--- config.mk ---
export PLATFORM = sky130hd
export DESIGN_NAME = c_subset_lexer_flat
export DESIGN_NICKNAME = d
export VERILOG_FILES = /design/src/rtl/core/csl_pkg.sv /design/src/rtl/core/csl_if.sv /design/src/rtl/core/csl_scan.sv /design/src/rtl/core/csl_queue.sv /design/src/rtl/core/c_subset_lexer.sv /design/src/flat_wrapper.sv
export SDC_FILE = /design/constraint.sdc
export NUM_CORES = 1
export LEC_CHECK = 0
export BUFFER_PORTS_ARGS = -buffer_cell sky130_fd_sc_hd__buf_2
export CORE_MARGIN = 2
export CORE_UTILIZATION = 51
export CTS_BUF_LIST = sky130_fd_sc_hd__clkbuf_16
export DETAILED_ROUTE_END_ITERATION = 8
export PLACE_DENSITY_LB_ADDON = 0.05
export SKIP_CTS_REPAIR_TIMING = 1
export SKIP_LAST_GASP = 1
export SLEW_MARGIN = 15
export SYNTH_ARGS = -nofsm -noshare
export SYNTH_HDL_FRONTEND = slang
export SYNTH_SLANG_ARGS = --single-unit
--- constraint.sdc ---
create_clock -name clk -period 8.7 [get_ports clk]
set_input_delay 1.305 -clock clk [delete_from_list [all_inputs] [get_ports clk]]
set_output_delay 1.305 -clock clk [all_outputs]
set_load 0.01 [all_outputs]
--- src/rtl/core/csl_pkg.sv ---
// Shared types and constants for the C subset lexer.
`timescale 1ns / 1ps
`default_nettype none
package csl_pkg;
    // Keyword buffer depth; the keyword compare below is built for exactly this many bytes.
    localparam int KEYWORD_CHARS = 6;

    localparam logic [4:0] K_ID     = 5'd0;
    localparam logic [4:0] K_INT    = 5'd1;
    localparam logic [4:0] K_HEX    = 5'd2;
    localparam logic [4:0] K_FLOAT  = 5'd3;
    localparam logic [4:0] K_SYM0   = 5'd4;
    localparam logic [4:0] K_STAR   = 5'd14;
    localparam logic [4:0] K_ASSIGN = 5'd15;
    localparam logic [4:0] K_RELOP  = 5'd16;
    localparam logic [4:0] K_NOT    = 5'd17;
    localparam logic [4:0] K_AND    = 5'd18;
    localparam logic [4:0] K_OR     = 5'd19;
    localparam logic [4:0] K_ANDBIT = 5'd20;
    localparam logic [4:0] K_ORBIT  = 5'd21;
    localparam logic [4:0] K_IF     = 5'd22;
    localparam logic [4:0] K_ELSE   = 5'd23;
    localparam logic [4:0] K_WHILE  = 5'd24;
    localparam logic [4:0] K_STRUCT = 5'd25;
    localparam logic [4:0] K_RETURN = 5'd26;
    localparam logic [4:0] K_TYPE   = 5'd27;
    localparam logic [4:0] K_FOR    = 5'd28;
    localparam logic [4:0] K_ERROR  = 5'd29;

    typedef enum logic [4:0] {
        S_IDLE, S_IDENT, S_ZERO, S_DEC, S_HEXX, S_HEX, S_DOT, S_FRAC, S_EXP,
        S_EXPSIGN, S_EXPDIG, S_SLASH, S_LCOM, S_BCOM, S_BSTAR, S_EQ, S_BANG,
        S_LTGT, S_AMP, S_BAR
    } scan_state_t;

    // Packed keyword buffer (char 0 in low byte).
    typedef logic [8*KEYWORD_CHARS-1:0] kw6_t;

    function automatic logic [4:0] kw_kind(input kw6_t b, input logic [7:0] len);
        logic [4:0] k;
        k = K_ID;
        if (len == 8'd2 && b[15:0] == 16'h6669) k = K_IF;
        if (len == 8'd4 && b[31:0] == 32'h65736c65) k = K_ELSE;
        if (len == 8'd5 && b[39:0] == 40'h656c696877) k = K_WHILE;
        if (len == 8'd6 && b == 48'h746375727473) k = K_STRUCT;
        if (len == 8'd6 && b == 48'h6e7275746572) k = K_RETURN;
        if (len == 8'd3 && b[23:0] == 24'h746e69) k = K_TYPE;
        if (len == 8'd5 && b[39:0] == 40'h74616f6c66) k = K_TYPE;
        if (len == 8'd4 && b[31:0] == 32'h72616863) k = K_TYPE;
        if (len == 8'd3 && b[23:0] == 24'h726f66) k = K_FOR;
        return k;
    endfunction

    function automatic logic is_digit(input logic [7:0] c);
        return c >= 8'h30 && c <= 8'h39;
    endfunction
    function automatic logic is_alpha(input logic [7:0] c);
        return (c >= 8'h61 && c <= 8'h7a) || (c >= 8'h41 && c <= 8'h5a);
    endfunction
    function automatic logic is_hexd(input logic [7:0] c);
        return is_digit(c) || (c >= 8'h61 && c <= 8'h66) || (c >= 8'h41 && c <= 8'h46);
    endfunction
endpackage
`default_nettype wire

--- src/rtl/core/csl_if.sv ---
// Valid/ready stream interfaces for source bytes and tokens.
`timescale 1ns / 1ps
`default_nettype none
interface csl_in_if;
    logic       valid;
    logic       ready;
    logic [7:0] char_code;
    logic       end_of_text;
    modport source (output valid, char_code, end_of_text, input ready);
    modport sink (input valid, char_code, end_of_text, output ready);
endinterface

interface csl_out_if #(parameter int LINE_BITS = 16, parameter int OFFSET_BITS = 32);
    logic                   valid;
    logic                   ready;
    logic [4:0]             token_kind;
    logic [LINE_BITS-1:0]   line_number;
    logic [OFFSET_BITS-1:0] start_offset;
    logic [7:0]             token_length;
    logic                   error_seen;
    logic                   last_of_run;
    modport source (output valid, token_kind, line_number, start_offset, token_length,
                    error_seen, last_of_run, input ready);
    modport sink (input valid, token_kind, line_number, start_offset, token_length,
                  error_seen, last_of_run, output ready);
endinterface
`default_nettype wire

--- src/rtl/core/csl_scan.sv ---
// Front end: scanner FSM, one byte per in_fire cycle, up to two tokens per byte.
`timescale 1ns / 1ps
`default_nettype none
module csl_scan
    import csl_pkg::*;
#(
    parameter int LINE_BITS = 16,
    parameter int OFFSET_BITS = 32,
    parameter int TOK_W = 1
)(
    input  wire logic             clk,
    input  wire logic             rst_n,
    input  wire logic             in_fire,
    input  wire logic [7:0]       char_code,
    input  wire logic             end_of_text,
    output logic [1:0]            tok_cnt,
    output logic [2*TOK_W-1:0]    tok_data
);
    localparam int KW_IDX = $clog2(KEYWORD_CHARS);

    scan_state_t            state_reg, state_next;
    logic [LINE_BITS-1:0]   line_reg, line_next;
    logic [OFFSET_BITS-1:0] off_reg, off_next, start_reg, start_next;
    logic [7:0]             len_reg, len_next;
    logic                   err_reg, err_next;
    logic [7:0]             kw_reg [KEYWORD_CHARS];
    logic                   kw_we;
    logic [KW_IDX-1:0]      kw_addr;
    kw6_t                   kw_pack;

    always_comb
    begin
        for (int i = 0; i < KEYWORD_CHARS; i++)
            kw_pack[8*i +: 8] = kw_reg[i];
    end

    // Token records: kind, line, start, length, error, last.
    logic [4:0]             k0, k1;
    logic [OFFSET_BITS-1:0] s0, s1;
    logic [7:0]             l0, l1;
    logic                   e0, e1;
    logic [1:0]             n;

    task automatic emit(input logic [4:0] k, input logic [OFFSET_BITS-1:0] s,
                        input logic [7:0] l);
        if (k == K_ERROR) err_next = 1'b1;
        if (n == 2'd0)
        begin
            k0 = k; s0 = s; l0 = l; e0 = err_next;
        end
        else
        begin
            k1 = k; s1 = s; l1 = l; e1 = err_next;
        end
        n = n + 2'd1;
    endtask

    always_comb
    begin
        logic       taken, fl;
        logic [4:0] fk;
        logic [7:0] c;
        logic [7:0] glen;
        c = char_code;
        state_next = state_reg; line_next = line_reg; off_next = off_reg;
        start_next = start_reg; len_next = len_reg; err_next = err_reg;
        kw_we = 1'b0; kw_addr = len_reg[KW_IDX-1:0];
        k0 = K_ID; k1 = K_ID; s0 = '0; s1 = '0; l0 = '0; l1 = '0; e0 = 1'b0; e1 = 1'b0;
        n = 2'd0; taken = 1'b0; fl = 1'b0; fk = K_ID;
        glen = (len_reg == 8'd255) ? len_reg : len_reg + 8'd1;
        unique case (state_reg)
            S_IDENT:   begin fl = 1'b1; fk = (len_reg > 8'(KEYWORD_CHARS)) ? K_ID
                                   : kw_kind(kw_pack, len_reg); end
            S_ZERO, S_DEC: begin fl = 1'b1; fk = K_INT; end
            S_HEX:     begin fl = 1'b1; fk = K_HEX; end
            S_FRAC, S_EXPDIG: begin fl = 1'b1; fk = K_FLOAT; end
            S_HEXX, S_DOT, S_EXP, S_EXPSIGN, S_SLASH: begin fl = 1'b1; fk = K_ERROR; end
            S_EQ:      begin fl = 1'b1; fk = K_ASSIGN; end
            S_BANG:    begin fl = 1'b1; fk = K_NOT; end
            S_LTGT:    begin fl = 1'b1; fk = K_RELOP; end
            S_AMP:     begin fl = 1'b1; fk = K_ANDBIT; end
            S_BAR:     begin fl = 1'b1; fk = K_ORBIT; end
            default:   ;
        endcase
        if (end_of_text)
        begin
            if (fl) emit(fk, start_reg, len_reg);
            state_next = S_IDLE; line_next = '0; off_next = '0;
            start_next = '0; len_next = '0;
        end
        else
        begin
            unique case (state_reg)
                S_IDENT: if (is_alpha(c) || is_digit(c) || c == 8'h5f)
                begin
                    taken = 1'b1; len_next = glen;
                    kw_we = len_reg < 8'(KEYWORD_CHARS);
                end
                S_ZERO:
                    if (c == 8'h78 || c == 8'h58)
                    begin taken = 1'b1; state_next = S_HEXX; len_next = glen; end
                    else if (c == 8'h2e)
                    begin taken = 1'b1; state_next = S_DOT; len_next = glen; end
                S_DEC:
                    if (is_digit(c)) begin taken = 1'b1; len_next = glen; end
                    else if (c == 8'h2e)
                    begin taken = 1'b1; state_next = S_DOT; len_next = glen; end
                S_HEXX, S_HEX: if (is_hexd(c))
                begin taken = 1'b1; state_next = S_HEX; len_next = glen; end
                S_DOT: if (is_digit(c))
                begin taken = 1'b1; state_next = S_FRAC; len_next = glen; end
                S_FRAC:
                    if (is_digit(c)) begin taken = 1'b1; len_next = glen; end
                    else if (c == 8'h65)
                    begin taken = 1'b1; state_next = S_EXP; len_next = glen; end
                S_EXP:
                    if (c == 8'h2b || c == 8'h2d)
                    begin taken = 1'b1; state_next = S_EXPSIGN; len_next = glen; end
                    else if (is_digit(c))
                    begin taken = 1'b1; state_next = S_EXPDIG; len_next = glen; end
                S_EXPSIGN, S_EXPDIG: if (is_digit(c))
                begin taken = 1'b1; state_next = S_EXPDIG; len_next = glen; end
                S_SLASH:
                    if (c == 8'h2f) begin taken = 1'b1; state_next = S_LCOM; end
                    else if (c == 8'h2a) begin taken = 1'b1; state_next = S_BCOM; end
                S_LCOM:
                begin
                    taken = 1'b1;
                    if (c == 8'h0a) state_next = S_IDLE;
                end
                S_BCOM:
                begin
                    taken = 1'b1;
                    if (c == 8'h2a) state_next = S_BSTAR;
                end
                S_BSTAR:
                begin
                    taken = 1'b1;
                    if (c == 8'h2f) state_next = S_IDLE;
                    else if (c != 8'h2a) state_next = S_BCOM;
                end
                S_EQ, S_BANG, S_LTGT: if (c == 8'h3d)
                begin
                    taken = 1'b1; emit(K_RELOP, start_reg, 8'd2); state_next = S_IDLE;
                end
                S_AMP: if (c == 8'h26)
                begin
                    taken = 1'b1; emit(K_AND, start_reg, 8'd2); state_next = S_IDLE;
                end
                S_BAR: if (c == 8'h7c)
                begin
                    taken = 1'b1; emit(K_OR, start_reg, 8'd2); state_next = S_IDLE;
                end
                default: ;
            endcase
            if (!taken)
            begin
                if (fl) emit(fk, start_reg, len_reg);
                start_next = off_reg; len_next = 8'd1; state_next = S_IDLE;
                if (c == 8'h20 || c == 8'h09 || c == 8'h0d || c == 8'h0a) ;
                else if (is_alpha(c) || c == 8'h5f)
                begin
                    state_next = S_IDENT; kw_we = 1'b1; kw_addr = '0;
                end
                else if (c == 8'h30) state_next = S_ZERO;
                else if (is_digit(c)) state_next = S_DEC;
                else
                begin
                    priority case (c)
                        8'h2e: state_next = S_DOT;
                        8'h2f: state_next = S_SLASH;
                        8'h3d: state_next = S_EQ;
                        8'h21: state_next = S_BANG;
                        8'h3c, 8'h3e: state_next = S_LTGT;
                        8'h26: state_next = S_AMP;
                        8'h7c: state_next = S_BAR;
                        8'h2a: emit(K_STAR, off_reg, 8'd1);
                        8'h3b: emit(K_SYM0, off_reg, 8'd1);
                        8'h2c: emit(K_SYM0 + 5'd1, off_reg, 8'd1);
                        8'h28: emit(K_SYM0 + 5'd2, off_reg, 8'd1);
                        8'h29: emit(K_SYM0 + 5'd3, off_reg, 8'd1);
                        8'h2b: emit(K_SYM0 + 5'd4, off_reg, 8'd1);
                        8'h2d: emit(K_SYM0 + 5'd5, off_reg, 8'd1);
                        8'h5b: emit(K_SYM0 + 5'd6, off_reg, 8'd1);
                        8'h5d: emit(K_SYM0 + 5'd7, off_reg, 8'd1);
                        8'h7b: emit(K_SYM0 + 5'd8, off_reg, 8'd1);
                        8'h7d: emit(K_SYM0 + 5'd9, off_reg, 8'd1);
                        default: emit(K_ERROR, off_reg, 8'd1);
                    endcase
                end
            end
            // Line count is sampled by tokens before the newline advances it.
            if (c == 8'h0a && line_reg != '1) line_next = line_reg + 1'b1;
            off_next = off_reg + 1'b1;
        end
        tok_cnt = in_fire ? n : 2'd0;
        tok_data = {k1, line_reg, s1, l1, e1, (n == 2'd2),
                    k0, line_reg, s0, l0, e0, (n == 2'd1)};
    end

    always_ff @(posedge clk or negedge rst_n)
    begin
        if (!rst_n)
        begin
            state_reg <= S_IDLE; line_reg <= '0; off_reg <= '0;
            start_reg <= '0; len_reg <= '0; err_reg <= 1'b0;
        end
        else if (in_fire)
        begin
            state_reg <= state_next; line_reg <= line_next; off_reg <= off_next;
            start_reg <= start_next; len_reg <= len_next; err_reg <= err_next;
        end
    end

    always_ff @(posedge clk)
    begin
        if (in_fire && kw_we) kw_reg[kw_addr] <= char_code;
    end

`ifndef SYNTH
    a_cnt: assert property (@(posedge clk) disable iff (!rst_n)
        !in_fire |-> tok_cnt == 2'd0) else $error("tokens without transfer");
    a_err: assert property (@(posedge clk) disable iff (!rst_n)
        $past(err_reg) |-> err_reg) else $error("error flag cleared");
    a_eot: assert property (@(posedge clk) disable iff (!rst_n)
        in_fire && end_of_text |=> state_reg == S_IDLE && off_reg == '0)
        else $error("end of text did not restart");
`endif
endmodule
`default_nettype wire

--- src/rtl/core/csl_queue.sv ---
// Back end: token queue taking up to two entries per cycle, draining one per transfer.
`timescale 1ns / 1ps
`default_nettype none
module csl_queue #(
    parameter int W = 8
)(
    input  wire logic         clk,
    input  wire logic         rst_n,
    input  wire logic [1:0]   push_cnt,
    input  wire logic [2*W-1:0] push_data,
    output logic              room,
    output logic              out_valid,
    input  wire logic         out_ready,
    output logic [W-1:0]      out_data
);
    localparam int DEPTH = 4;
    logic [W-1:0] mem [DEPTH];
    logic [1:0]   wr_reg, rd_reg;
    logic [2:0]   cnt_reg;
    logic         pop;

    assign pop = out_valid && out_ready;
    assign out_valid = cnt_reg != 3'd0;
    assign out_data = mem[rd_reg];
    // Two free slots guarantee a byte's worth of tokens fits.
    assign room = cnt_reg <= 3'd2;

    always_ff @(posedge clk)
    begin
        if (push_cnt != 2'd0) mem[wr_reg] <= push_data[W-1:0];
        if (push_cnt == 2'd2) mem[wr_reg + 2'd1] <= push_data[2*W-1:W];
    end

    always_ff @(posedge clk or negedge rst_n)
    begin
        if (!rst_n)
        begin
            wr_reg <= '0; rd_reg <= '0; cnt_reg <= '0;
        end
        else
        begin
            wr_reg <= wr_reg + push_cnt;
            rd_reg <= rd_reg + {1'b0, pop};
            cnt_reg <= cnt_reg + {1'b0, push_cnt} - {2'b0, pop};
        end
    end

`ifndef SYNTH
    a_ovf: assert property (@(posedge clk) disable iff (!rst_n)
        cnt_reg <= 3'd4) else $error("queue overflow");
    a_push: assert property (@(posedge clk) disable iff (!rst_n)
        push_cnt != 2'd0 |-> room) else $error("push without room");
    a_hold: assert property (@(posedge clk) disable iff (!rst_n)
        out_valid && !out_ready |=> out_valid) else $error("entry lost");
`endif
endmodule
`default_nettype wire

--- src/rtl/core/c_subset_lexer.sv ---
// Top level of the C subset lexer.
// A token enters the token queue when the byte that ends it is transferred.
// Throughput: one byte per cycle while the four-entry token queue has room; it
// drains one token per transfer, so two-token bytes fill it and hold back input.
// Reset: rst_n clears scanner state, counters, error flag and queue at once;
// the keyword buffer is written before it is read and needs no reset.
`timescale 1ns / 1ps
`default_nettype none
module c_subset_lexer
    import csl_pkg::*;
#(
    parameter int LINE_BITS = 16,
    parameter int OFFSET_BITS = 32
)(
    input wire logic clk,
    input wire logic rst_n,
    csl_in_if.sink   in_ch,
    csl_out_if.source out_ch
);
    localparam int TOK_W = 5 + LINE_BITS + OFFSET_BITS + 8 + 2;
    logic [1:0]         tok_cnt;
    logic [2*TOK_W-1:0] tok_data;
    logic [TOK_W-1:0]   head;
    logic               room, in_fire;

    assign in_ch.ready = room;
    assign in_fire = in_ch.valid && room;

    csl_scan #(.LINE_BITS(LINE_BITS),
               .OFFSET_BITS(OFFSET_BITS), .TOK_W(TOK_W)) u_scan (
        .clk, .rst_n, .in_fire, .char_code(in_ch.char_code),
        .end_of_text(in_ch.end_of_text), .tok_cnt, .tok_data);

    csl_queue #(.W(TOK_W)) u_queue (
        .clk, .rst_n, .push_cnt(tok_cnt), .push_data(tok_data), .room,
        .out_valid(out_ch.valid), .out_ready(out_ch.ready), .out_data(head));

    assign {out_ch.token_kind, out_ch.line_number, out_ch.start_offset,
            out_ch.token_length, out_ch.error_seen, out_ch.last_of_run} = head;
endmodule
`default_nettype wire

--- src/flat_wrapper.sv ---
// flat-port wrapper written by rule: the top's interface ports become plain ports
module c_subset_lexer_flat import csl_pkg::*;
#(
    parameter int LINE_BITS = 16,
    parameter int OFFSET_BITS = 32
)
  (clk, rst_n, in_ch_valid, in_ch_char_code, in_ch_end_of_text, in_ch_ready, out_ch_valid, out_ch_token_kind, out_ch_line_number, out_ch_start_offset, out_ch_token_length, out_ch_error_seen, out_ch_last_of_run, out_ch_ready);
  csl_in_if in_ch_i ();
  csl_out_if #(.LINE_BITS(LINE_BITS), .OFFSET_BITS(OFFSET_BITS)) out_ch_i ();
  input wire logic clk;
  input wire logic rst_n;
  input wire logic [$bits(in_ch_i.valid)-1:0] in_ch_valid;
  input wire logic [$bits(in_ch_i.char_code)-1:0] in_ch_char_code;
  input wire logic [$bits(in_ch_i.end_of_text)-1:0] in_ch_end_of_text;
  output wire logic [$bits(in_ch_i.ready)-1:0] in_ch_ready;
  output wire logic [$bits(out_ch_i.valid)-1:0] out_ch_valid;
  output wire logic [$bits(out_ch_i.token_kind)-1:0] out_ch_token_kind;
  output wire logic [$bits(out_ch_i.line_number)-1:0] out_ch_line_number;
  output wire logic [$bits(out_ch_i.start_offset)-1:0] out_ch_start_offset;
  output wire logic [$bits(out_ch_i.token_length)-1:0] out_ch_token_length;
  output wire logic [$bits(out_ch_i.error_seen)-1:0] out_ch_error_seen;
  output wire logic [$bits(out_ch_i.last_of_run)-1:0] out_ch_last_of_run;
  input wire logic [$bits(out_ch_i.ready)-1:0] out_ch_ready;
  assign in_ch_i.valid = in_ch_valid;
  assign in_ch_i.char_code = in_ch_char_code;
  assign in_ch_i.end_of_text = in_ch_end_of_text;
  assign in_ch_ready = in_ch_i.ready;
  assign out_ch_valid = out_ch_i.valid;
  assign out_ch_token_kind = out_ch_i.token_kind;
  assign out_ch_line_number = out_ch_i.line_number;
  assign out_ch_start_offset = out_ch_i.start_offset;
  assign out_ch_token_length = out_ch_i.token_length;
  assign out_ch_error_seen = out_ch_i.error_seen;
  assign out_ch_last_of_run = out_ch_i.last_of_run;
  assign out_ch_i.ready = out_ch_ready;
  c_subset_lexer #(.LINE_BITS(LINE_BITS), .OFFSET_BITS(OFFSET_BITS)) u_core (.clk(clk), .rst_n(rst_n), .in_ch(in_ch_i), .out_ch(out_ch_i));
endmodule
* Yosys cells after proc, flatten, opt, wreduce, memory -nomap -nowiden
Memory sizes are Yosys's and may differ from the RTL's. Cells that the tools add are included.
Word-level totals: memory bits (writable) 300, logic and storage cells 406, output and inout port bits 65, flip-flop bits (word level) 101, input port bits 13, memories kept 2
Memories:
- u_core.u_queue.mem | words 4, bits a word 63, rd ports 1, clocked after Yosys merged registers in 0, wr ports 2, line csl_queue.sv:17 | logic [W-1:0] mem [DEPTH];
- u_core.u_scan.kw_reg | words 6, bits a word 8, rd ports 6, clocked after Yosys merged registers in 0, wr ports 1, line csl_scan.sv:26 | logic [7:0] kw_reg [KEYWORD_CHARS];
Operators by class: muxes and demuxes 238, equal/unequal tests 85, $add $sub $neg 10, reductions and logical operators 51, magnitude comparators 11
Operators with widths (count):
- 32-bit two-way mux | 27
- 5-bit two-way mux | 78
- 8-bit two-way mux | 33
- 8-bit by 6-bit == test with 1-bit output (second input constant) | 16
- 5-bit one-hot mux with 12 select lines | 2
- 48-bit by 47-bit == test with 1-bit output (second input constant) | 2
- 32-bit one-hot mux with 3 select lines | 1
- 40-bit by 39-bit == test with 1-bit output (second input constant) | 2
- 8-bit by 7-bit == test with 1-bit output (second input constant) | 9
- 5-bit one-hot mux with 14 select lines | 1
- 1-bit two-way mux | 65
- 32-bit by 31-bit == test with 1-bit output (second input constant) | 2
- 8-bit one-hot mux with 7 select lines | 1
- 5-bit one-hot mux with 10 select lines | 1
- 24-bit by 23-bit == test with 1-bit output (second input constant) | 2
- 4-bit inequality test (second input constant) | 11
- 5-bit by 4-bit == test with 1-bit output (second input constant) | 8
- 5-bit one-hot mux with 7 select lines | 1
- 32-bit by 1-bit adder with 32-bit output (second input constant) | 1
- 8-bit by 7-bit less-or-equal comparator with 1-bit output (second input constant) | 4
- 16-bit two-way mux | 2
- 2-bit two-way mux | 15
- 5-bit == test (second input constant) | 5
- 8-bit by 3-bit == test with 1-bit output (second input constant) | 3
- 49 further kinds | 103

* Longest topological paths before layout
An unclocked memory read counts as a cell.
word-level depth 26, depth in mapped cells 19, gate-level depth less buffers 16

* Hierarchy
Synthesis repeated with hierarchy kept, for this count alone.
Unflattened totals: cell total of the unflattened synthesis 1686, area, all modules 22839.4 µm²
Modules (own cells, without submodules):
- csl_queue | cells an instance 650, area an instance 13364.1 µm², times used 1
- csl_scan | cells an instance 1035, area an instance 9469.1 µm², times used 1
- c_subset_lexer | cells an instance 1, area an instance 6.3 µm², times used 1

* Least setup slack after synthesis
OpenSTA, ideal clock, no wires.
path kind input to register, start input in_ch_char_code[7], end memory u_core.u_queue.mem[0][0] in the netlist's numbering, enable pin, library setup time 0.571 ns, stages 12, path buffers 1, setup slack -0.103 ns, arrival 8.233 ns, cell sequence clkbuf_1 > nand2b_1 > nor4_1 > mux2_2 > nand2_1 > o21a_1 > inv_1 > ha_1 > or4_1 > a31oi_1 > a22oi_1 > o21ai_0
RTL lines:
- start, declared | line flat_wrapper.sv:13 | input wire logic [$bits(in_ch_i.char_code)-1:0] in_ch_char_code;
- end, declared | line csl_queue.sv:17

==> results.txt <==
Status - finished, final reports clean
Syn Area/Cell - 12.87 um2
Setup violators final - 0
CTS tree - built
Core area - 0.03964 mm2
GRT overflow - 0
Layout area overhead - 9.422%
Fin cells - 2,148
Hold Path Depth - 1
P per Cell Area - 275.2 mW/mm2
GP Congestion - 0.9380
Die height - 204.0 um
Horiz. Die Dim - 204.0 um
Crit path max fanout - 39
Static Leakage - 0.007900 uW
Initial Util - 0.5146
Maximum clock rate - 171.6 MHz
Num CTS Buffers - 41
DR DRC count - 0
GRT Util Overall - 0.2689
Setup Skew - 0.03150 ns
Setup TNS Final - 0 ns
Max Slew Vio Count - 0
First-pass DRT Iterations - 6
Unrepaired setup endpoints after global routing - false
Largest net degree at the start of global routing - 105
Least-Margin Pin Slew - 1.091 ns
Mapped Area - 0.02040 mm2
R2R depth - 12
Largest register FFs - 252
Slew margin rel. - 0.2726
Clk root buf - clkbuf_16
Post-DP HPWL - 34,290 um
Drt total wl - 55,010 um
Post-synthesis sequential area ratio - 0.5656
CP startpoint kind - input pin
Ys flop type - edfxtp_1
Placed cell count - 2,072
Kind of critical path - input pin to flip-flop
FFs w/ async S/R, synth - 0.2519
Layout Nets - 1,617
Peak supply drop - 236.9 uV
Max-cap violations - 0
Critical path arrival - 6.06 ns
Synthesized Nets - 1,612
Worst endpoint required time - 8.93 ns
Clk_lat worst skew - 0.58 ns
Synth unique cells - 96
Number of synthesized register bits - 401
FF-to-FF setup slack - 3.17 ns
I/O pins - 78
WL per Instance - 25.61 um
CTS Sinks - 401
Synthesized instance count - 1,585
CP Capture Type - flip-flop
Routed vias/inst - 6.635
Net switching power figure - 2102 uW
Die ar. - 0.04161 mm2
Pint - 4039 uW
Hold Path End - u_core.u_scan.err_reg
H-tree levels - 2
Initial drt markers - 1,477
Routed Antenna Nets - 0
IO buf count - 77
Sw frac - 0.3423
Reg2reg start - u_core.u_scan.state_reg[2]
Vias in the first global route - 13,919
Post-synth EDFFs - 300
Comb pwr share - 0.315
Final Critical Period - 5.826 ns
Global-route wire length before repair - 84,860 um
Number of fill cells - 3,283
Hold path start - u_core.u_scan.err_reg
CTS Buffer Depth - 3
Row Count - 73
Reg2reg end - u_core.u_queue.mem[3][61]
Syn. warnings - 0
Worst-path clk slew - 0.06 ns
Worst hold path type - flip-flop to flip-flop
Initial antenna violation count - 1
Final-report hold violation count - 0
Share of post-route cells with drive strength above 1 - 0.1646
Via count of the routed design - 14,251
Clock share of power - 0.279
Flop pwr share - 0.406
Final Cycle Share - 0.6697
[power groups by stage]
stage	registers (uW)	clock network (uW)	logic [uW]
after floorplan	2450	0	1410
after global placement	2520	0	1930
after detailed placement	2530	0	1940
after CTS	2490	1740	1940
after global routing	2520	1820	2100
final	2490	1710	1940
[metal layers]
metal / track usage / wire, um
met4: 0.07738 / 1133
met2: 0.4089 / 25240
met5: 0 / 0
met3: 0.04735 / 3881
met1: 0.3986 / 24750
[metrics by stage]
step                      utilization  cell area [um2]  total power (uW)  setup WS, ns  hold slack (ns)
final                          0.5630            22320              6141         2.874           0.4765
after global routing           0.5630            22320              6443         2.360           0.5087
after CTS                      0.5630            22320              6181         2.832           0.4847
after detailed placement       0.5302            21020              4469         2.275           0.4675
after global placement         0.5300            21010              4451         2.299           0.4560
after floorplan                     -            20400              3865       -0.1034           0.4351
[how the worst max path moves through the flow]
stage / depth (start not counted) / endpoint / startpoint / slack [ns]
global placement: 14 / u_core.u_queue.mem[1][7] / in_ch_char_code[2] / 2.30
detailed placement: 14 / u_core.u_queue.mem[1][54] / in_ch_char_code[2] / 2.27
floorplan: 12 / u_core.u_queue.mem[0][0] / in_ch_char_code[7] / -0.10
finish: 14 / u_core.u_queue.mem[1][7] / in_ch_char_code[2] / 2.87
CTS: 14 / u_core.u_queue.mem[1][6] / in_ch_char_code[2] / 2.83
global route: 14 / u_core.u_queue.mem[1][3] / in_ch_char_code[2] / 2.36
[synthesized netlist by cell type (5+ instances only)]
cell type,count,area share
mux2i_1,28,0.014
nand3b_1,10,0.0037
nand2b_1,15,0.0046
buf_2,26,0.0064
nand4_1,20,0.0061
xor2_1,28,0.012
a21o_1,5,0.0018
nor3_1,31,0.0076
mux4_2,63,0.070
buf_6,14,0.0077
a32oi_1,6,0.0026
buf_1,11,0.0020
o31ai_1,7,0.0026
or4_1,10,0.0037
clkbuf_1,79,0.015
ha_1,13,0.0080
or2_2,8,0.0025
xnor2_1,15,0.0064
and3_1,15,0.0046
or4bb_1,5,0.0028
and2_1,14,0.0043
dfrtp_1,101,0.12
a22o_1,34,0.015
o22ai_1,7,0.0021
a21oi_1,48,0.012
a32o_1,131,0.064
nand4b_1,7,0.0030
and4_1,8,0.0034
nor2b_1,18,0.0055
inv_1,26,0.0048
nand3_1,43,0.011
a31oi_1,9,0.0028
edfxtp_1,300,0.44
o21ai_0,48,0.012
or3_1,19,0.0058
mux2_2,5,0.0028
nor2_1,117,0.022
nand2_1,95,0.017
nor4b_1,6,0.0026
nor4_1,23,0.0071
buf_4,10,0.0037
o211ai_1,5,0.0018
[logic make-up (layout without fill, tap and decap cells)]
family          after synthesis  in the layout  synth area share
buf+inv                     170            207           0.03993
xor+xnor                     43             43           0.01846
other cells                   0              1                 0
mux                          98             98           0.08717
compound gates              361            361            0.1451
flops                       401            401            0.5656
fa+ha+maj                    14             14          0.008956
simple gates                498            498            0.1348
[layout make-up]
class | instances | area (um2) | area share
well taps | 525 | 656.9 | 0.02943
clock inverters | 33 | 249.0 | 0.01116
repair buffers | 103 | 595.6 | 0.02668
inverters | 29 | 108.9 | 0.004877
multi-input cells | 1014 | 8114 | 0.3635
diodes | 1 | 2.502 | 0.0001121
flip-flops and latches | 401 | 11540 | 0.5171
clock buffers | 42 | 1051 | 0.04709
[critical path, cell delays in order]
cell     delay (ns)
buf_2          0.42
nand2_1        0.32
nor4_1         0.56
mux2_2         0.29
nand2_1        0.09
o21a_1         0.16
inv_1          0.09
ha_1           0.23
or4_1          0.55
a31oi_1        0.27
a22oi_1        0.25
o32ai_1        0.28
nor2b_4        0.85
buf_12         0.34
[placed cells by master (no fill, tap or decap), drive strengths merged, types with 19 or more instances in the layout]
cell | Yosys | routed
buf | 61 | 103
or3 | 19 | 19
nand2 | 95 | 95
inv | 27 | 39
clkbuf | 80 | 42
mux4 | 63 | 63
xor2 | 28 | 28
a21oi | 48 | 48
nor2 | 117 | 117
a22o | 34 | 34
nor3 | 33 | 33
nand4 | 20 | 20
dfrtp | 101 | 101
edfxtp | 300 | 300
clkinv | 2 | 19
o21ai | 50 | 50
nor4 | 25 | 25
mux2i | 28 | 28
a32o | 131 | 131
nand3 | 45 | 45
(Power assumes the default switching activity.)
